--- src/wcr_pkg.sv ---
// ----------------------------------------------------------------------------
// wcr_pkg
// Shared constants, payload types and the sRGB linearization table for the
// contrast ratio core.
// ----------------------------------------------------------------------------
package wcr_pkg;

    localparam int LUM_FRAC_BITS   = 16;
    localparam int RATIO_FRAC_BITS = 12;

    localparam int CH_W      = 8;
    localparam int FIELD_W   = 17;
    localparam int LUT_DEPTH = 256;

    // Luminance spans 0 .. 2^LUM_FRAC_BITS inclusive
    localparam int LUM_W   = LUM_FRAC_BITS + 1;
    // Ratio stays below 21.0, so five integer bits
    localparam int RATIO_W = RATIO_FRAC_BITS + 5;

    // Luminance weights in Q0.16
    localparam int WT_W    = 16;
    localparam int WT_FRAC = 16;
    localparam logic [WT_W-1:0] WT_RED   = 16'd13933;
    localparam logic [WT_W-1:0] WT_GREEN = 16'd46871;
    localparam logic [WT_W-1:0] WT_BLUE  = 16'd4732;
    localparam int ROUND_HALF = 1 << (WT_FRAC - 1);

    localparam int PROD_W = WT_W + LUM_W;
    localparam int SUM_W  = PROD_W + 2;

    // 0.05 in luminance units, rounded
    localparam int LUM_OFF = ((1 << LUM_FRAC_BITS) + 10) / 20;

    // Divider widths: hi+off and lo+off both stay below 2^LUM_W
    localparam int DVD_W = LUM_W + RATIO_FRAC_BITS;
    localparam int DVS_W = LUM_W;
    localparam int CMP_W = LUM_W + RATIO_W;

    // Pipeline layout
    localparam int LANE_STAGES  = 3;
    localparam int MERGE_STAGES = 1;
    localparam int PIPE_DEPTH   = LANE_STAGES + MERGE_STAGES + RATIO_W;

    // Width for the exact table build at elaboration
    localparam int BIG_W = 5 * (LUM_FRAC_BITS + 1) + 224;

    typedef logic [LUM_W-1:0] t_lin;
    typedef t_lin t_lut [LUT_DEPTH];

    typedef struct packed {
        logic [CH_W-1:0] a_red;
        logic [CH_W-1:0] a_green;
        logic [CH_W-1:0] a_blue;
        logic [CH_W-1:0] b_red;
        logic [CH_W-1:0] b_green;
        logic [CH_W-1:0] b_blue;
    } t_in;

    typedef struct packed {
        logic [FIELD_W-1:0] contrast_ratio;
        logic [FIELD_W-1:0] luminance_a;
        logic [FIELD_W-1:0] luminance_b;
    } t_out;

    typedef struct packed {
        logic [LANE_STAGES-1:0] adv;
    } t_lane_ctl;

    typedef struct packed {
        logic [DVD_W-1:0] dvd;
        logic [DVS_W-1:0] dvs;
        logic [LUM_W-1:0] lum_a;
        logic [LUM_W-1:0] lum_b;
    } t_div_in;

    // Rounded sRGB transfer curve, exact: largest R with
    // (2R-1)^5 * D^12 <= N^12 * 2^(5(F+1)), N = 1000c + 14025, D = 269025.
    function automatic t_lin curve_entry(input int unsigned c);
        logic [BIG_W-1:0]   rhs;
        logic [BIG_W-1:0]   dpow;
        logic [BIG_W-1:0]   lhs;
        logic [LUM_W:0]     lo;
        logic [LUM_W:0]     hi;
        logic [LUM_W:0]     mid;
        logic [LUM_W+1:0]   odd;
        int                 i;
        int                 k;
        rhs  = BIG_W'(1);
        dpow = BIG_W'(1);
        for (i = 0; i < 12; i++) begin
            rhs  = rhs * BIG_W'(1000 * c + 14025);
            dpow = dpow * BIG_W'(269025);
        end
        rhs = rhs << (5 * (LUM_FRAC_BITS + 1));
        lo  = '0;
        hi  = (LUM_W+1)'(1) << LUM_FRAC_BITS;
        for (k = 0; k < LUM_W + 1; k++) begin
            if (lo < hi) begin
                mid = lo + ((hi - lo + (LUM_W+1)'(1)) >> 1);
                odd = ((LUM_W+2)'(mid) << 1) - (LUM_W+2)'(1);
                lhs = dpow;
                for (i = 0; i < 5; i++) begin
                    lhs = lhs * BIG_W'(odd);
                end
                if (lhs <= rhs) begin
                    lo = mid;
                end else begin
                    hi = mid - (LUM_W+1)'(1);
                end
            end
        end
        return t_lin'(lo);
    endfunction

    function automatic t_lin lin_entry(input int unsigned c);
        logic [63:0] n;
        if (64'(c) * 64'd100000 <= 64'd1001640) begin
            n = (64'(c) * 64'd100) << (LUM_FRAC_BITS + 1);
            return t_lin'((n + 64'd329460) / 64'd658920);
        end else begin
            return curve_entry(c);
        end
    endfunction

    function automatic t_lut build_lin_tab();
        t_lut tab;
        for (int c = 0; c < LUT_DEPTH; c++) begin
            tab[c] = lin_entry(c);
        end
        return tab;
    endfunction

    localparam t_lut LIN_TAB = build_lin_tab();

endpackage

--- src/wcr_div_pipe.sv ---
// ----------------------------------------------------------------------------
// wcr_div_pipe
// Pipelined restoring divider, one quotient bit per stage, MSB first.
// ----------------------------------------------------------------------------
module wcr_div_pipe (
    input  logic                          i_clk,
    input  logic [wcr_pkg::RATIO_W-1:0]   i_adv,
    input  wcr_pkg::t_div_in              i_div,
    output logic [wcr_pkg::RATIO_W-1:0]   o_quo,
    output logic [wcr_pkg::LUM_W-1:0]     o_lum_a,
    output logic [wcr_pkg::LUM_W-1:0]     o_lum_b
);

    logic [wcr_pkg::DVD_W-1:0]   r_rem [wcr_pkg::RATIO_W];
    logic [wcr_pkg::DVS_W-1:0]   r_dvs [wcr_pkg::RATIO_W];
    logic [wcr_pkg::RATIO_W-1:0] r_quo [wcr_pkg::RATIO_W];
    logic [wcr_pkg::LUM_W-1:0]   r_la  [wcr_pkg::RATIO_W];
    logic [wcr_pkg::LUM_W-1:0]   r_lb  [wcr_pkg::RATIO_W];

    for (genvar j = 0; j < wcr_pkg::RATIO_W; j++) begin : g_stage
        localparam int QBIT = wcr_pkg::RATIO_W - 1 - j;

        logic [wcr_pkg::DVD_W-1:0]   w_rem;
        logic [wcr_pkg::DVS_W-1:0]   w_dvs;
        logic [wcr_pkg::RATIO_W-1:0] w_quo;
        logic [wcr_pkg::LUM_W-1:0]   w_la;
        logic [wcr_pkg::LUM_W-1:0]   w_lb;
        logic [wcr_pkg::CMP_W-1:0]   n_trial;
        logic [wcr_pkg::DVD_W-1:0]   n_rem;
        logic [wcr_pkg::RATIO_W-1:0] n_quo;

        if (j == 0) begin : g_first
            assign w_rem = i_div.dvd;
            assign w_dvs = i_div.dvs;
            assign w_quo = '0;
            assign w_la  = i_div.lum_a;
            assign w_lb  = i_div.lum_b;
        end else begin : g_next
            assign w_rem = r_rem[j-1];
            assign w_dvs = r_dvs[j-1];
            assign w_quo = r_quo[j-1];
            assign w_la  = r_la[j-1];
            assign w_lb  = r_lb[j-1];
        end

        // Try subtracting the divisor aligned to this quotient bit
        always_comb begin
            n_trial = wcr_pkg::CMP_W'(w_dvs) << QBIT;
            if (wcr_pkg::CMP_W'(w_rem) >= n_trial) begin
                n_rem = wcr_pkg::DVD_W'(wcr_pkg::CMP_W'(w_rem) - n_trial);
                n_quo = w_quo | (wcr_pkg::RATIO_W'(1) << QBIT);
            end else begin
                n_rem = w_rem;
                n_quo = w_quo;
            end
        end

        always_ff @(posedge i_clk) begin
            if (i_adv[j]) begin
                r_rem[j] <= n_rem;
                r_dvs[j] <= w_dvs;
                r_quo[j] <= n_quo;
                r_la[j]  <= w_la;
                r_lb[j]  <= w_lb;
            end
        end
    end

    assign o_quo   = r_quo[wcr_pkg::RATIO_W-1];
    assign o_lum_a = r_la[wcr_pkg::RATIO_W-1];
    assign o_lum_b = r_lb[wcr_pkg::RATIO_W-1];

endmodule
--- config.mk ---
export PLATFORM = sky130hd
export DESIGN_NAME = wcr_div_pipe
export DESIGN_NICKNAME = d
export VERILOG_FILES = /design/src/wcr_pkg.sv /design/src/wcr_div_pipe.sv
export SDC_FILE = /design/constraint.sdc
export NUM_CORES = 2
export LEC_CHECK = 0
export BUFFER_PORTS_ARGS = -buffer_cell sky130_fd_sc_hd__buf_2
export CAP_MARGIN = 25
export CORE_ASPECT_RATIO = 0.8
export CORE_MARGIN = 4
export CORE_UTILIZATION = 30
export CTS_BUF_LIST = sky130_fd_sc_hd__clkbuf_4 sky130_fd_sc_hd__clkbuf_8
export CTS_CLUSTER_SIZE = 16
export DETAILED_ROUTE_END_ITERATION = 10
export GPL_TIMING_DRIVEN = 0
export SLEW_MARGIN = 30
export SYNTH_ARGS = -nofsm -noshare
export SYNTH_HDL_FRONTEND = slang
export SYNTH_SLANG_ARGS = --single-unit
--- constraint.sdc ---
create_clock -name i_clk -period 3 [get_ports i_clk]
set_clock_uncertainty 0.05 [all_clocks]
set_input_delay 0 -clock i_clk [delete_from_list [all_inputs] [get_ports i_clk]]
set_output_delay 0 -clock i_clk [all_outputs]
set_load 0.01 [all_outputs]
# [Word level (Yosys, flattened, before mapping)]
# Memory sizes are Yosys's and may differ from the RTL's.
# Index checks and enable logic that the tools add are counted.
[op_classes] order_cmp=17 addsub=17 n_mux=68
[ops] cell="$mux W29" n=17
[ops] cell="$sub A29 B29 Y29" n=5
[ops] cell="$mux W1" n=35
[ops] cell="$ge A29 B33 Y1" n=1
[ops] cell="$ge A29 B32 Y1" n=1
[ops] cell="$ge A29 B31 Y1" n=1
[ops] cell="$ge A29 B30 Y1" n=1
[ops] cell="$ge A29 B17 Y1" n=1
[ops] cell="$ge A29 B18 Y1" n=1
[ops] cell="$ge A29 B19 Y1" n=1
[ops] cell="$ge A29 B20 Y1" n=1
[ops] cell="$ge A29 B21 Y1" n=1
[ops] cell="$ge A29 B22 Y1" n=1
[ops] cell="$ge A29 B23 Y1" n=1
[ops] cell="$ge A29 B24 Y1" n=1
[ops] cell="$ge A29 B25 Y1" n=1
[ops] cell="$ge A29 B26 Y1" n=1
[ops] cell="$ge A29 B27 Y1" n=1
[ops] cell="$ge A29 B28 Y1" n=1
[ops] cell="$ge A29 B29 Y1" n=1
[ops] cell="$sub A29 B17 Y29" n=1
[ops] cell="$sub A29 B18 Y29" n=1
[ops] cell="$sub A29 B19 Y29" n=1
[ops] cell="$sub A29 B20 Y29" n=1
[ops] cell="24 further kinds" n=24
[word_totals] wordCells=107 input_bits=98 ff_bits=0 memories=5 ram_bits=1649 out_inout_bits=51
[mem_list] memory="r_rem" words=17 width=29 rd=16 rd_clocked_by_memory_dff=0 write_ports=17 line_no="wcr_div_pipe.sv:14" rtl="logic [wcr_pkg::DVD_W-1:0] r_rem [wcr_pkg::RATIO_W];"
[mem_list] memory="r_dvs" words=17 width=17 rd=16 rd_clocked_by_memory_dff=0 write_ports=17 line_no="wcr_div_pipe.sv:15" rtl="logic [wcr_pkg::DVS_W-1:0] r_dvs [wcr_pkg::RATIO_W];"
[mem_list] memory="r_la" words=17 width=17 rd=17 rd_clocked_by_memory_dff=0 write_ports=17 line_no="wcr_div_pipe.sv:17" rtl="logic [wcr_pkg::LUM_W-1:0] r_la [wcr_pkg::RATIO_W];"
[mem_list] memory="r_lb" words=17 width=17 rd=17 rd_clocked_by_memory_dff=0 write_ports=17 line_no="wcr_div_pipe.sv:18" rtl="logic [wcr_pkg::LUM_W-1:0] r_lb [wcr_pkg::RATIO_W];"
[mem_list] memory="r_quo" words=17 width=17 rd=17 rd_clocked_by_memory_dff=0 write_ports=17 line_no="wcr_div_pipe.sv:16" rtl="logic [wcr_pkg::RATIO_W-1:0] r_quo [wcr_pkg::RATIO_W];"

# [Longest topological paths before layout]
# An unclocked memory read counts as a cell.
[logic_depth] ltp_word=3 ltp_mapped=14 depth_no_buf=12

# [Worst setup path before layout]
# OpenSTA, ideal clock, no wires.
[synth_timing] path_kind="register to register" startpoint="memory r_rem[0][183] (netlist bit)" endpoint="memory r_rem[0][215] (netlist bit) (data pin)" stages_incl_launch_ff=13 required_time_ns=2.690 slack_ns=-0.093 period_less_slack_ns=3.093 arrival_ns=2.783 setup_ns=0.260 path_buffers=1 path_cell_list="edfxtp_1 > inv_1 > ha_1 > inv_1 > fa_1 > a211oi_1 > o21bai_1 > a31oi_1 > o21ai_0 > o41ai_2 > o31ai_1 > buf_2 > mux2_2"
[synth_rtl] element="start, declared" line_no="wcr_div_pipe.sv:14"

==> impl_metrics.yaml <==
grt:
  antenna_found_initial: 3
  grt_pass1_wl_um: 203000
  grt_usage_pct: 11.7
  overflow: 0
  grt_pass1_vias: 37400
  grt_max_degree: 73
timing:
  worst_pin_slew_ps: 847
  rsz0062_at_grt: "yes"
  fin_ws_ps: -177
  slew_viol_final: 0
  relSlewSlack_pct: 43.4
  min_period_ps: 3180
  fin_crit_sh_pct: 106
  final_hold_viol_count: 0
  timing.fmax_mhz: 315
  setup_viol: 44
power:
  p_clk_share_pct: 26.2
  finalPower_w: 0.0601
  p_sw_w: 0.0180
  peakVddDrop_v: 0.000582
  power_density_nw_per_um2: 782
  switching_share_pct: 30.0
  intPower_w: 0.0420
  comb_power_share_pct: 27.6
  leakagePower_nw: 28.5
  power_frac_seq_pct: 46.2
final_layout:
  finish.utilization_pct: 37.1
  drive_gt1_share_pct: 20.2
  area_growth_pct: 22.5
  nets: 5358
routing:
  drc: 0
  drt-pass1-iter-count: 6
  detail_route.iter0.violations: 2019
  wirelength_um: 130000
  ant_nets: 0
  vias: 35900
  wl_per_cell_um: 16.4
  viasPerCell: 4.54
synthesis:
  synthCells: 4267
  synth_warnings: 0
  ys_seq_area_share_pct: 70.2
  ys_ff_latch: 1467
  synth_edf_count: 1467
  synth.net_count: 4660
  synth_flop_cell: "edfxtp_1"
  yosysUniqueCellTypes: 85
  syn_area_um2: 62700
  postSynthAreaPerCell_um2: 14.7
  async_flop_share_pct: 0
clocking:
  cts_max_level: 4
  cts_sinks: 1467
  clk_latency_ps: 920
  cts.path.max_buffers: 3
  cts_tree: "built"
  cts_root_buffer: "clkbuf_8"
  clk_pin_slew_ps: 60
  cts_buffers: 209
die:
  row_count: 149
  initial_core_util_pct: 30.3
  die_h_um: 417
  core_um2: 207000
  die-area_um2: 217000
  die_w_um: 519
  ioPinCount: 149
status:
  outcome: "finished, violations left"
  violations: "setup timing"
worst_setup_path:
  critPathKind: "reg -> reg"
  crit_arrival_ps: 3790
  crit_fanout: 8
  end_kind: "register"
  cp.required_ps: 3610
  cp-start-kind: "register"
placed_design:
  post-dp-hpwl_um: 88800
  gp_congestion: 0.909
  portBuffers: 148
worst_hold_path:
  hold_class: "in -> reg"
job:
  cap_violations: 0
==> critical path, cell delays in order (launching register included) <==
cell,delay [ps]
edfxtp_1,360
inv_1,50
ha_1,310
nor2b_4,140
o31a_1,300
o31a_1,300
a2111oi_4,300
nor3_2,100
o31ai_4,240
nand3b_1,150
buf_6,180
buf_4,160
mux2_2,280
==> synth_stat cells (7+ instances only) <==
library cell  count  area [um^2]
mux2_2           91         1020
a2111oi_0         7         61.3
nand4_1          43          269
a211oi_1         31          233
inv_1           358         1340
mux2i_1          19          190
edfxtp_1       1467        44100
nor2_1          189          709
nor2b_1          42          263
and3_1           23          144
a31o_2            8         70.1
o21ai_0         222         1110
nand4b_1         14          123
xor2_1          100          876
fa_1             16          320
nand2_1         236          886
buf_2            15         75.1
o21bai_1         17          128
nor4b_1           8         70.1
xnor2_1         138         1210
nor3_1           74          370
nand2b_1         45          282
o21a_1           48          360
a31oi_1          33          206
clkbuf_1         46          173
or3_1            25          156
o31ai_1          31          233
a21o_1           89          668
nand3_1          56          280
o211ai_1         20          150
mux2_4            7          105
nor3b_1          10         75.1
ha_1            279         3490
nand3b_1         11         82.6
nor4_1           62          388
a21oi_1         205         1030
o2111ai_1        13          114
or2_2            20          125
o31a_1           15          131
a21boi_0         13         97.6
and2_1           17          106
o41ai_1          10         87.6
and4_1            7         61.3
==> state kept, by name, indices dropped and copies added, names as in the netlist <==
signal	count
r_rem	464
r_la	289
r_lb	289
r_dvs	272
r_quo	153
==> placed cells by master, fill, tap and decap left out, types with 43 or more instances in the layout <==
cell type | Yosys | routed
inv_1 | 358 | 349
mux2_2 | 91 | 61
xnor2_1 | 138 | 137
nand3_1 | 56 | 53
clkbuf_4 | 0 | 68
nand2b_1 | 45 | 44
o21a_1 | 48 | 46
clkbuf_8 | 0 | 211
ha_1 | 279 | 245
a21oi_1 | 205 | 178
o21ai_0 | 222 | 184
dlygate4sd3_1 | 0 | 191
clkinv_1 | 0 | 49
nor2_1 | 189 | 175
nand2_1 | 236 | 235
edfxtp_1 | 1467 | 1467
buf_2 | 15 | 136
xor2_1 | 100 | 100
buf_4 | 3 | 122
nor3_1 | 74 | 69
a21o_1 | 89 | 87
nor4_1 | 62 | 45
nand4_1 | 43 | 43
==> cells by family after synthesis <==
logic type / share of synthesized area [%]
fa+ha+maj: 6.07
flops: 70.2
xor+xnor: 3.32
buf+inv: 2.60
mux: 2.10
simple gates: 7.28
compound gates: 8.41
==> cell type report <==
cell class | instances | area (um^2)
diodes | 4 | 10.0
inverters | 359 | 1350
plain buffers | 50 | 462
well taps | 2793 | 3490
clock buffers | 272 | 3360
fillers | 19200 | 130000
flip-flops and latches | 1467 | 44100
clock inverters | 100 | 810
repair buffers | 502 | 4620
multi-input cells | 2376 | 18700
==> worst paths after layout <==
check | startpoint | to | slack (ps) | depth (start not counted)
max | r_dvs[0][120] | r_rem[0][248] | -180 | 12
min | i_adv[3] | r_lb[0][67] | 110 | 3
max reg2reg | r_dvs[0][120] | r_rem[0][248] | -180 | 12
min reg2reg | r_lb[2][13] | r_lb[2][30] | 350 | 0
==> timing repair <==
item,CTS,global route
pin swaps,60,90
buffers inserted,70,56
setup endpoints to repair,315,291
hold buffers,204,2
cloned,3,3
resized for setup,224,249
endpoints found under the hold margin,1548,2
==> power by group through the flow <==
| stage | Clock [W] | Combinational [W] | Sequential [W] |
|---|---|---|---|
| 2_1_floorplan | 0 | 0.0106 | 0.0275 |
| 3_3_place_gp | 0 | 0.0136 | 0.0281 |
| 3_5_place_dp | 0 | 0.0139 | 0.0281 |
| 4_1_cts | 0.0164 | 0.0153 | 0.0277 |
| 5_1_grt | 0.0174 | 0.0182 | 0.0280 |
| 6_report | 0.0158 | 0.0166 | 0.0278 |
==> layer usage <==
| metal | wire length, um | track usage (%) | share of wire [%] |
|---|---|---|---|
| met5 | 0 | 0 | 0 |
| met4 | 6000 | 5.55 | 4.6 |
| met3 | 5300 | 2.42 | 4.1 |
| met2 | 61700 | 19.6 | 48 |
| met1 | 56600 | 14.5 | 44 |
==> metrics by stage <==
| step | hold WS [ps] | worst slack (ps) | instances | TNS, ps | instance area [um^2] |
|---|---|---|---|---|---|
| floorplan | 48.9 | 13.4 | 4267 | 0 | 62800 |
| global route | 38.6 | -312 | 7922 | -11890 | 76800 |
| CTS | 4.89 | -341 | 7864 | -8160 | 75400 |
| global placement | 128 | -829 | 7208 | -114390 | 67000 |
| detailed placement | 128 | -853 | 7225 | -124200 | 67600 |
| finish | 112 | -177 | 7923 | -3860 | 76800 |
Note: power is estimated with default switching activity, not from simulation.
