## src/wcr_pkg.sv

```systemverilog
// ----------------------------------------------------------------------------
// wcr_pkg
// Shared constants, payload types and the sRGB linearization table for the
// contrast ratio core.
// ----------------------------------------------------------------------------
package wcr_pkg;

    localparam int LUM_FRAC_BITS   = 16;
    localparam int RATIO_FRAC_BITS = 12;

    localparam int CH_W      = 8;
    localparam int FIELD_W   = 17;
    localparam int LUT_DEPTH = 256;

    // Luminance spans 0 .. 2^LUM_FRAC_BITS inclusive
    localparam int LUM_W   = LUM_FRAC_BITS + 1;
    // Ratio stays below 21.0, so five integer bits
    localparam int RATIO_W = RATIO_FRAC_BITS + 5;

    // Luminance weights in Q0.16
    localparam int WT_W    = 16;
    localparam int WT_FRAC = 16;
    localparam logic [WT_W-1:0] WT_RED   = 16'd13933;
    localparam logic [WT_W-1:0] WT_GREEN = 16'd46871;
    localparam logic [WT_W-1:0] WT_BLUE  = 16'd4732;
    localparam int ROUND_HALF = 1 << (WT_FRAC - 1);

    localparam int PROD_W = WT_W + LUM_W;
    localparam int SUM_W  = PROD_W + 2;

    // 0.05 in luminance units, rounded
    localparam int LUM_OFF = ((1 << LUM_FRAC_BITS) + 10) / 20;

    // Divider widths: hi+off and lo+off both stay below 2^LUM_W
    localparam int DVD_W = LUM_W + RATIO_FRAC_BITS;
    localparam int DVS_W = LUM_W;
    localparam int CMP_W = LUM_W + RATIO_W;

    // Pipeline layout
    localparam int LANE_STAGES  = 3;
    localparam int MERGE_STAGES = 1;
    localparam int PIPE_DEPTH   = LANE_STAGES + MERGE_STAGES + RATIO_W;

    // Width for the exact table build at elaboration
    localparam int BIG_W = 5 * (LUM_FRAC_BITS + 1) + 224;

    typedef logic [LUM_W-1:0] t_lin;
    typedef t_lin t_lut [LUT_DEPTH];

    typedef struct packed {
        logic [CH_W-1:0] a_red;
        logic [CH_W-1:0] a_green;
        logic [CH_W-1:0] a_blue;
        logic [CH_W-1:0] b_red;
        logic [CH_W-1:0] b_green;
        logic [CH_W-1:0] b_blue;
    } t_in;

    typedef struct packed {
        logic [FIELD_W-1:0] contrast_ratio;
        logic [FIELD_W-1:0] luminance_a;
        logic [FIELD_W-1:0] luminance_b;
    } t_out;

    typedef struct packed {
        logic [LANE_STAGES-1:0] adv;
    } t_lane_ctl;

    typedef struct packed {
        logic [DVD_W-1:0] dvd;
        logic [DVS_W-1:0] dvs;
        logic [LUM_W-1:0] lum_a;
        logic [LUM_W-1:0] lum_b;
    } t_div_in;

    // Rounded sRGB transfer curve, exact: largest R with
    // (2R-1)^5 * D^12 <= N^12 * 2^(5(F+1)), N = 1000c + 14025, D = 269025.
    function automatic t_lin curve_entry(input int unsigned c);
        logic [BIG_W-1:0]   rhs;
        logic [BIG_W-1:0]   dpow;
        logic [BIG_W-1:0]   lhs;
        logic [LUM_W:0]     lo;
        logic [LUM_W:0]     hi;
        logic [LUM_W:0]     mid;
        logic [LUM_W+1:0]   odd;
        int                 i;
        int                 k;
        rhs  = BIG_W'(1);
        dpow = BIG_W'(1);
        for (i = 0; i < 12; i++) begin
            rhs  = rhs * BIG_W'(1000 * c + 14025);
            dpow = dpow * BIG_W'(269025);
        end
        rhs = rhs << (5 * (LUM_FRAC_BITS + 1));
        lo  = '0;
        hi  = (LUM_W+1)'(1) << LUM_FRAC_BITS;
        for (k = 0; k < LUM_W + 1; k++) begin
            if (lo < hi) begin
                mid = lo + ((hi - lo + (LUM_W+1)'(1)) >> 1);
                odd = ((LUM_W+2)'(mid) << 1) - (LUM_W+2)'(1);
                lhs = dpow;
                for (i = 0; i < 5; i++) begin
                    lhs = lhs * BIG_W'(odd);
                end
                if (lhs <= rhs) begin
                    lo = mid;
                end else begin
                    hi = mid - (LUM_W+1)'(1);
                end
            end
        end
        return t_lin'(lo);
    endfunction

    function automatic t_lin lin_entry(input int unsigned c);
        logic [63:0] n;
        if (64'(c) * 64'd100000 <= 64'd1001640) begin
            n = (64'(c) * 64'd100) << (LUM_FRAC_BITS + 1);
            return t_lin'((n + 64'd329460) / 64'd658920);
        end else begin
            return curve_entry(c);
        end
    endfunction

    function automatic t_lut build_lin_tab();
        t_lut tab;
        for (int c = 0; c < LUT_DEPTH; c++) begin
            tab[c] = lin_entry(c);
        end
        return tab;
    endfunction

    localparam t_lut LIN_TAB = build_lin_tab();

endpackage

```

## src/wcr_merge.sv

```systemverilog
// ----------------------------------------------------------------------------
// wcr_merge
// Merge the two lanes: order the luminances and form dividend and divisor.
// ----------------------------------------------------------------------------
module wcr_merge (
    input  logic                       i_clk,
    input  logic                       i_adv,
    input  logic [wcr_pkg::LUM_W-1:0]  i_lum_a,
    input  logic [wcr_pkg::LUM_W-1:0]  i_lum_b,
    output wcr_pkg::t_div_in           o_div
);

    logic [wcr_pkg::LUM_W-1:0] n_hi;
    logic [wcr_pkg::LUM_W-1:0] n_lo;
    wcr_pkg::t_div_in          n_div;
    wcr_pkg::t_div_in          r_div;

    always_comb begin
        if (i_lum_a > i_lum_b) begin
            n_hi = i_lum_a;
            n_lo = i_lum_b;
        end else begin
            n_hi = i_lum_b;
            n_lo = i_lum_a;
        end
        n_div.dvd   = wcr_pkg::DVD_W'(n_hi + wcr_pkg::LUM_W'(wcr_pkg::LUM_OFF))
                      << wcr_pkg::RATIO_FRAC_BITS;
        n_div.dvs   = wcr_pkg::DVS_W'(n_lo + wcr_pkg::LUM_W'(wcr_pkg::LUM_OFF));
        n_div.lum_a = i_lum_a;
        n_div.lum_b = i_lum_b;
    end

    always_ff @(posedge i_clk) begin
        if (i_adv) begin
            r_div <= n_div;
        end
    end

    assign o_div = r_div;

endmodule

```

## config.mk

```make
export PLATFORM = sky130hd
export DESIGN_NAME = wcr_merge
export DESIGN_NICKNAME = d
export VERILOG_FILES = /design/src/wcr_pkg.sv /design/src/wcr_merge.sv
export SDC_FILE = /design/constraint.sdc
export NUM_CORES = 1
export LEC_CHECK = 0
export ABC_AREA = 0
export BUFFER_PORTS_ARGS = -buffer_cell sky130_fd_sc_hd__clkbuf_2
export CAP_MARGIN = 20
export CORE_UTILIZATION = 42
export CTS_BUF_LIST = sky130_fd_sc_hd__clkbuf_8
export CTS_CLUSTER_DIAMETER = 80
export DETAILED_ROUTE_END_ITERATION = 6
export PLACE_DENSITY = 0.67
export SLEW_MARGIN = 20
export SYNTH_ARGS = -nofsm -noshare
export SYNTH_HDL_FRONTEND = slang
export SYNTH_SLANG_ARGS = --single-unit
```

## constraint.sdc

```tcl
create_clock -name i_clk -period 4.68 [get_ports i_clk]
set_clock_uncertainty 0.1 [all_clocks]
set_input_delay 0.234 -clock i_clk [delete_from_list [all_inputs] [get_ports i_clk]]
set_output_delay 0.234 -clock i_clk [all_outputs]
set_load 0.02 [all_outputs]
```

# After elaboration in Yosys (flattened, before gate mapping)
# Cells that the tools add are included.
[classes] addsub=2 n_lt_le_gt_ge=1 muxes=2
[ops] cell="adder 17 x 12 -> 17 bit, second input constant" n=2
[ops] cell="2-to-1 mux 17 bit" n=2
[ops] cell="greater-than comparator 17 bit" n=1
[totals] ff_bits=68

# Depth between registers and ports, before layout
# Gate-level depths: netlist of run 1.
[depth] word_depth=3 ltp_mapped=18 mapped_depth_nobuf=15

# Worst setup path after synthesis of run 1
# OpenSTA, ideal clock, no wires.
[synth_path] path_type="input to register" startpoint="input port i_lum_b[3] (netlist bit)" endpoint="register r_div, in the netlist o_div[50], data pin" setup_ns=0.263 t_arrival_ns=3.153 t_required_ns=4.317 setup_slack_ns=1.164 stages=17 path_cell_list="buf_2 -> inv_1 -> ha_1 -> a21oi_1 -> a21boi_1 -> o31ai_1 -> a31oi_2 -> buf_6 -> buf_8 -> a21o_1 -> ha_1 -> o311ai_2 -> a21oi_2 -> nor3_1 -> nor2_1 -> mux2i_1 -> xor2_1"
[synth_lines] item="from (decl)" line="wcr_merge.sv:9" text="input logic [wcr_pkg::LUM_W-1:0] i_lum_b,"
[synth_lines] item="to (signal assigned)" line="wcr_merge.sv:35" text="r_div <= n_div;"
[synth_lines] item="to (decl)" line="wcr_merge.sv:16" text="wcr_pkg::t_div_in r_div;"

==> results.toml, run 1 <==
[worst_setup_path]
crit_path_frequent_cell = "ha_1"
slowest_stage = "dlygate4sd3_1"
crit_chain = "dlygate4sd3_1, clkbuf_2, inv_1, ha_1, nand4_1, nor4_2, o31ai_1, a31oi_4, mux2_1, ha_1, o311ai_2, a21oi_2, nor3_1, nor2_1, xnor2_1, mux2i_1"
cp.required_ns = 4.67
critPathMaxStageDelay_ns = 0.52
crit_type = "in -> reg"
cp-end-kind = "flop"
cp_num_buf_inv = 3
crit_family = "simple AND/OR/NAND/NOR gates"
cp-start-kind = "input pin"
worst-path-max-fanout = 10
critical_path_arrival_ns = 4.21

[cts]
clock_sink_count = 68
path_clk_slew_ns = 0.07
cts_max_path_buffers = 2
cts.htree.levels = 3
cts_tree = "done"
cts_root_buf = "clkbuf_8"
cts-buffers-inserted = 9

[timing]
drv_slew = 0
timing.final.crit_share_pct = 90.1
fin_setup_tns_ns = 0
rsz0062_at_grt = "no"
max_freq_mhz = 237
setup_viol = 0
slew_headroom_pct = 44.0
hold_viol = 0
post-route-min-period_ns = 4.22
tightest_slew_ns = 0.840

[logic_synthesis]
yosys-mux-area-fraction_pct = 6.29
synth_area_leader_cell = "edfxtp_1"
avgSynthCellArea_sq_um = 12.5
yosysWarnings = 0
ys_ff_latch = 68
yosysSeqAreaShare_pct = 53.2
synth_top_family_by_area = "compound AO/OA/AOI/OAI gates"
synth_cells = 308
yosys-top-cells-count = "edfxtp_1 (68), nor2_1 (28), xnor2_1 (28), mux2i_1 (23)"
ys_async_sr_fraction_pct = 0
yosys-top-cells-area = "edfxtp_1 (53%), xnor2_1 (6.4%), ha_1 (6.2%)"
synth_area_sq_um = 3840
synth-simple-area-share_pct = 8.34
synth_ff_type = "edfxtp_1"
synth.most_common_cell = "edfxtp_1"
synth_xor_area_share_pct = 9.12
synth_compound_gate_area_share_pct = 10.0
synth-edff-count = 68
synthDistinctLibCells = 38
yosys.area_share.adder_pct = 6.19
synth.top_cell.area_share_pct = 53.2

[power_and_ir_drop]
seqPwrFrac_pct = 49.3
p_clk_share_pct = 25.0
cellPowerDensity_nw_per_um2 = 345
peakVddDrop_mv = 0.119
p_comb_share_pct = 25.6
p_int_mw = 1.08
leakagePower_nw = 1.95
p_sw_uw = 493
p_sw_share_pct = 31.4

[detailed_routing]
met1_length_mm = 3.62
vias = 2658
antenna_left = 0
drtPass1Iterations = 7
drc = 12
drtIter0Drc = 91
avgRoutedWirePerCell_um = 14.7
wl_met2_mm = 3.68
wl_mm = 7.78
wl_met3_um = 347
drt-vias-per-instance = 5.03
highest-signal-layer = "met4"

[global_route]
antenna_found_initial = 0
globalRouteOverflowTotal = 0
grt_pass1_wl_mm = 12.7
grt_pass1_vias = 2603
grt_usage_pct = 17.3
grt_max_degree = 68

[place]
dp.final_hpwl_mm = 5.84
routabilityCongestion = 0.798
placed_area_sq_um = 4380
io_buffers = 103

[status]
status = "complete, but fails checks"
violations = "design-rule violations"

[finish]
synthToLayoutAreaGrowth_pct = 18.5
layout-drive-gt1-share_pct = 33.6
layout.nets = 471
fin_area_sq_um = 4550
antenna_cells = 0
largest_register_ffs = 68

[die]
initial_core_util_pct = 43.6
rows = 34
core-area_sq_um = 8810
ios = 116
die-area_sq_um = 9530
die_h_um = 97.6
die_x_um = 97.6

[hold_path]
hold_path.class = "in -> reg"

[run]
drv_cap = 0
-- power groups by stage --
stage / clock (mW) / combinational, mW / sequential (mW)
final: 0.393 / 0.402 / 0.774
after global routing: 0.421 / 0.438 / 0.782
after CTS: 0.401 / 0.406 / 0.775
after detailed placement: 0 / 0.403 / 0.787
after global placement: 0 / 0.399 / 0.787
after floorplan: 0 / 0.192 / 0.875
-- metrics by stage --
| step | cells | setup WS (ns) | hold slack, ns | utilization [%] | power (mW) |
|---|---|---|---|---|---|
| 2_1_floorplan | 319 | 1.16 | 0.233 | - | 1.07 |
| 3_3_place_gp | 511 | 0.733 | 0.345 | 49.8 | 1.19 |
| 3_5_place_dp | 511 | 0.614 | 0.349 | 49.8 | 1.19 |
| 4_1_cts | 528 | 0.465 | 0.00632 | 51.7 | 1.58 |
| 5_1_grt | 528 | 0.109 | 0.0102 | 51.7 | 1.64 |
| 6_report | 528 | 0.465 | 0.0166 | 51.7 | 1.57 |
-- worst paths after layout --
path	startpoint	endpoint	slack, ns	cells past startpoint
max	i_lum_b[15]	o_div[48]	0.46	16
min	i_lum_b[16]	o_div[16]	0.02	1
-- cells by family (layout without fill, tap and decap cells) --
family / Yosys count / count (layout)
AOI/OAI and AO/OA: 45 / 45
xor gates and xnor gates: 40 / 40
adders and majority gates: 19 / 19
buffers and inverters: 42 / 143
DFF: 68 / 68
muxes: 24 / 24
other: 1 / 12
and+or+nand+nor: 69 / 69
-- metal layers --
layer / vias up / global-route usage [%]
met3: 9 / 4.17
met5: - / 0
met4: 0 / 7.23
met2: 76 / 27.8
li1: 1298 / -
met1: 1275 / 22.2
-- layout by cell type (no fill, tap or decap), drive strengths merged --
cell	netlist	routed
o21ai	6	6
xor2	12	12
clkbuf	2	111
a311oi	2	2
clkinv	0	4
a31oi	2	2
a21boi	1	1
a211o	2	2
nor4	1	1
mux2	1	1
o31ai	1	1
and2	2	2
nand2b	1	1
buf	21	5
a21oi	24	24
o211ai	1	1
a221oi	1	1
a21o	1	1
nand3	4	4
inv	19	21
o311ai	4	4
nand2	17	17
nand4	7	7
conb	1	12
edfxtp	68	68
mux2i	23	23
nor3	8	8
xnor2	28	28
dlygate4sd3	0	2
nor2b	1	1
ha	19	19
nor2	28	28
-- cell type report --
cell class	instances	area, sq um
Fill cell	800	4260
Sequential cell	68	2040
Multi-Input combinational cell	209	1590
Timing Repair Buffer	109	566
Tap cell	108	135
Clock buffer	9	124
Inverter	19	71.3
Clock inverter	6	25.0
-- repair_timing --
action,4_1_cts,5_1_grt
buffers inserted,0,0
endpoints found under the hold margin,2,0
resized for setup,0,0
endpoints found under the setup margin,0,0
hold buffers,2,0
Power figures use the tool's default switching activity.
==> run 2, diff against run 1 <==
clock period = 5 ns   (was 4.68 ns; I/O delays follow)
==> run 2 against run 1 <==
Compared with the run above:
- the run still ends with design-rule violations left
- total power is 7.2% lower
- via count shrank 2.3%
- die area is the same
- largest cell class unchanged
==> results.toml, run 2 (synthesis results as in run 1) <==
[finish]
regArea_sq_um = 2040
n_fill_cell = 796
layout-drive-gt1-share_pct = 33.5
layout_commonest_cell = "clkbuf_2"
fin_area_sq_um = 4510
largest_register_ffs = 68
antenna_cells = 0
layout.nets = 467
synthToLayoutAreaGrowth_pct = 17.5
multiInputGateArea_sq_um = 1590
instances_no_fill = 523
layout_common_cells = "clkbuf_2 (102), edfxtp_1 (68), nor2_1 (28), xnor2_1 (28), mux2i_1 (23)"

[detailed_routing]
antenna_left = 0
vias = 2598
wl_mm = 7.68
avgRoutedWirePerCell_um = 14.7
drtPass1Iterations = 7
drc = 12
drtIter0Drc = 97
drt-vias-per-instance = 4.97

[cts]
path_clk_slew_ns = 0.06
ctsHoldBuffers = 0
cts_root_buf = "clkbuf_8"
clock_sink_count = 68
cts.repair.resized = 0
cts-buffers-inserted = 9
cts_max_path_buffers = 2
cts.htree.levels = 3
post-cts-setup-buffers = 0
cts_tree = "done"

[global_route]
grt_pass1_wl_mm = 12.4
grtUsageMet3_pct = 5.18
globalRouteOverflowTotal = 0
grt_max_degree = 69
antenna_found_initial = 0
use_met2_pct = 26.6
grt_usage_pct = 17.0
use_met1_pct = 22.3
grt-busiest-layer = "met2"
grt_pass1_vias = 2415

[power_and_ir_drop]
leakagePower_nw = 1.92
peakVddDrop_mv = 0.110
cellPowerDensity_nw_per_um2 = 322

[die]
die_x_um = 97.6
core-area_sq_um = 8810
die_h_um = 97.6
rows = 34
die-area_sq_um = 9530
initial_core_util_pct = 43.6
ios = 116

[worst_setup_path]
slowest_stage = "o311ai_2"
cp-start-kind = "input pin"
critical_path_arrival_ns = 3.72
crit_path_frequent_cell = "ha_1"
crit_chain = "clkbuf_2, inv_1, ha_1, nand4_1, nor4_2, o31ai_1, a31oi_4, mux2_1, ha_1, o311ai_2, a21oi_2, nor3_1, nor2_1, xnor2_1, mux2i_1"
worst-path-max-fanout = 9
crit_type = "in -> reg"
cp-end-kind = "flop"
critPathMaxStageDelay_ns = 0.42
cp.required_ns = 4.96

[timing]
hold_viol = 0
tightest_slew_ns = 0.851
rsz0062_at_grt = "no"
post-route-min-period_ns = 3.76
max_freq_mhz = 266
hold_slack_ns = 0.0328
setup_viol = 0
fin_setup_tns_ns = 0
timing.final.crit_share_pct = 75.1
slew_headroom_pct = 43.3
drv_slew = 0

[place]
post-place-cells = 509
placed_area_sq_um = 4370
routabilityCongestion = 0.810
io_buffers = 103
dp.final_hpwl_mm = 5.71

[status]
status = "complete, but fails checks"
violations = "design-rule violations"

[hold_path]
hold_path.class = "in -> reg"

[run]
drv_cap = 0
-- run 2: layer usage --
| layer | wire length (um) | share of wire, % |
|---|---|---|
| met1 | 3620 | 47 |
| met2 | 3600 | 47 |
| met3 | 352 | 4.6 |
| met4 | 108 | 1.4 |
| met5 | 0 | 0 |
-- run 2: area by class of cell --
class	count	area share [%]
Tap cell	108	3.00
Clock buffer	9	2.75
Timing Repair Buffer	105	11.8
Multi-Input combinational cell	209	35.2
Inverter	19	1.58
Sequential cell	68	45.3
Clock inverter	5	0.471
-- run 2: critical path: cells and delay by family --
family	cells	cell delay [ns]
fa+ha+maj	2	0.59
xor+xnor	1	0.16
mux	2	0.45
compound gates	4	1.04
simple gates	4	0.95
buf+inv	2	0.27
-- run 2: power breakdown --
part | internal, mW | switching, mW
logic | 0.129 | 0.244
registers | 0.707 | 0.0173
clock network | 0.167 | 0.190
-- run 2: final timing paths --
| check | from | end | depth (start not counted) |
|---|---|---|---|
| setup / recovery | i_lum_b[12] | o_div[48] | 15 |
| hold / removal | i_lum_b[15] | o_div[15] | 1 |
-- run 2: per-stage QoR --
stage / power, mW / utilization [%] / setup slack [ns]
after floorplan: 0.999 / - / 1.47
after global placement: 1.11 / 49.6 / 0.970
after detailed placement: 1.11 / 49.6 / 0.890
after CTS: 1.47 / 51.2 / 1.26
after global routing: 1.53 / 51.2 / 0.945
final: 1.45 / 51.2 / 1.24
==> run 3, diff against run 2 <==
PLACE_DENSITY = 0.7   (was 0.67)
clock period = 3.3 ns   (was 5 ns; I/O delays follow)
==> run 3 against run 2 <==
Compared with the run above:
- routed wire length increased by 15%
- global-route usage up 2.0 points
- clock power up 80%
- count of clock-buffer cells in the layout did not move
- sequential share of layout area is 5.9 points lower
- combinational power up 79%
- sequential power increased by 52%
- worst setup slack got worse by 1.1 ns
- die area did not move
- utilization grew 7.7 points
- first-iteration DRC count up 9.3%
- the run still ends with design-rule violations left
==> results.toml, run 3 (synthesis results as in run 1) <==
[global_route]
grt_pass1_vias = 2836
antenna_found_initial = 0
globalRouteOverflowTotal = 0
grt_pass1_wl_mm = 13.9
grt_usage_pct = 19.0
grt_max_degree = 69

[cts]
cts.htree.levels = 3
cts_root_buf = "clkbuf_8"
cts-buffers-inserted = 9
cts_max_path_buffers = 2
clock_sink_count = 68
path_clk_slew_ns = 0.08
cts_tree = "done"

[die]
initial_core_util_pct = 43.6
core-area_sq_um = 8810
rows = 34
die-area_sq_um = 9530
die_x_um = 97.6
ios = 116
die_h_um = 97.6

[detailed_routing]
drc = 16
drtPass1Iterations = 7
antenna_left = 0
wl_mm = 8.87
vias = 2900
drtIter0Drc = 106
avgRoutedWirePerCell_um = 15.0
drt-vias-per-instance = 4.90

[power_and_ir_drop]
p_sw_share_pct = 30.5
peakVddDrop_mv = 0.180
p_comb_share_pct = 27.7
seqPwrFrac_pct = 45.6
p_int_mw = 1.68
cellPowerDensity_nw_per_um2 = 465
leakagePower_nw = 2.28
p_clk_share_pct = 26.6
p_sw_uw = 737

[worst_setup_path]
cp.required_ns = 3.28
cp-start-kind = "input pin"
critical_path_arrival_ns = 3.16
worst-path-max-fanout = 6
cp-end-kind = "flop"
crit_type = "in -> reg"

[finish]
n_fill_cell = 738
largest_register_ffs = 68
layout-drive-gt1-share_pct = 45.7
fin_area_sq_um = 5190
synthToLayoutAreaGrowth_pct = 35.2
layout_commonest_cell = "clkbuf_2"
antenna_cells = 0
layout_common_cells = "clkbuf_2 (102), edfxtp_1 (68), buf_4 (68)"
layout.nets = 534
fin_util_pct = 59.0

[timing]
tightest_slew_ns = 0.845
post-route-min-period_ns = 3.18
max_freq_mhz = 314
timing.final.crit_share_pct = 96.4
slew_headroom_pct = 43.6
setup_viol = 0
fin_setup_tns_ns = 0
hold_viol = 0
drv_slew = 0

[status]
violations = "design-rule violations"
status = "complete, but fails checks"

[run]
drv_cap = 0

[place]
routabilityCongestion = 0.832
placed_area_sq_um = 4870
io_buffers = 103
dp.final_hpwl_mm = 6.75

[hold_path]
hold_path.class = "in -> reg"
-- run 3: changes by cell type in the layout (fill, tap and decap cells not counted), moves of 2 or more --
cell / change
clkinv_2: +2
o311ai_2: -2
buf_4: +66
nor3_1: -2
o311ai_4: +2
a21oi_1: -2
a21oi_2: +2
ha_1: -5
ha_4: +5
-- run 3: routing by layer --
metal / global-route usage, % / vias up / part of all wire (%)
li1: - / 1423 / -
met1: 23.2 / 1387 / 44
met2: 32.1 / 81 / 49
met3: 5.40 / 9 / 5.1
met4: 6.64 / 0 / 1.2
met5: 0 / - / 0
-- run 3: path summary, 6_finish.rpt --
check        start         to  cells past startpoint
min    i_lum_b[15]  o_div[15]                      2
max     i_lum_b[8]  o_div[77]                     16
-- run 3: repair_timing --
item	4_1_cts	5_1_grt
resized for setup	0	12
setup buffers	0	5
endpoints found under the setup margin	0	7
hold endpoints to repair	1	0
hold buffers	1	0
-- run 3: stage by stage --
stage	cells	setup WS (ns)	hold slack (ns)	power [mW]
2_1_floorplan	319	-0.00978	0.164	1.52
3_3_place_gp	570	-0.201	0.303	1.76
3_5_place_dp	570	-0.314	0.312	1.77
4_1_cts	587	0.0385	0.00446	2.41
5_1_grt	592	-0.0416	0.00852	2.52
6_report	592	0.118	0.0132	2.41
-- run 3: cell type report --
type                       count  area [sq um]  share of cell area (%)
tap                          108           135                    2.60
clock inverter                 7          57.6                    1.11
timing repair buffer         172          1040                    20.0
sequential                    68          2040                    39.3
clock buffer                   9           124                    2.39
inverter                      19          71.3                    1.37
multi-input combinational    209          1730                    33.3
-- run 3: critical path, cell delays in order --
cell and delay (ns):
clkbuf_2 0.09, inv_1 0.05, ha_1 0.29, nand2_1 0.09
o21ai_0 0.37, a221oi_2 0.16, a31oi_4 0.32, mux2i_2 0.27
inv_1 0.10, ha_4 0.19, o311ai_4 0.29, a21oi_2 0.11
nor3_2 0.28, nor2_1 0.10, xnor2_1 0.18, mux2i_1 0.10
-- run 3: power groups by stage --
| stage | Clock [mW] | Sequential [mW] | Combinational (mW) |
|---|---|---|---|
| floorplan | 0 | 1.24 | 0.281 |
| detailed placement | 0 | 1.12 | 0.647 |
| CTS | 0.656 | 1.10 | 0.651 |
| global route | 0.694 | 1.11 | 0.717 |
| finish | 0.643 | 1.10 | 0.669 |
| global placement | 0 | 1.12 | 0.638 |
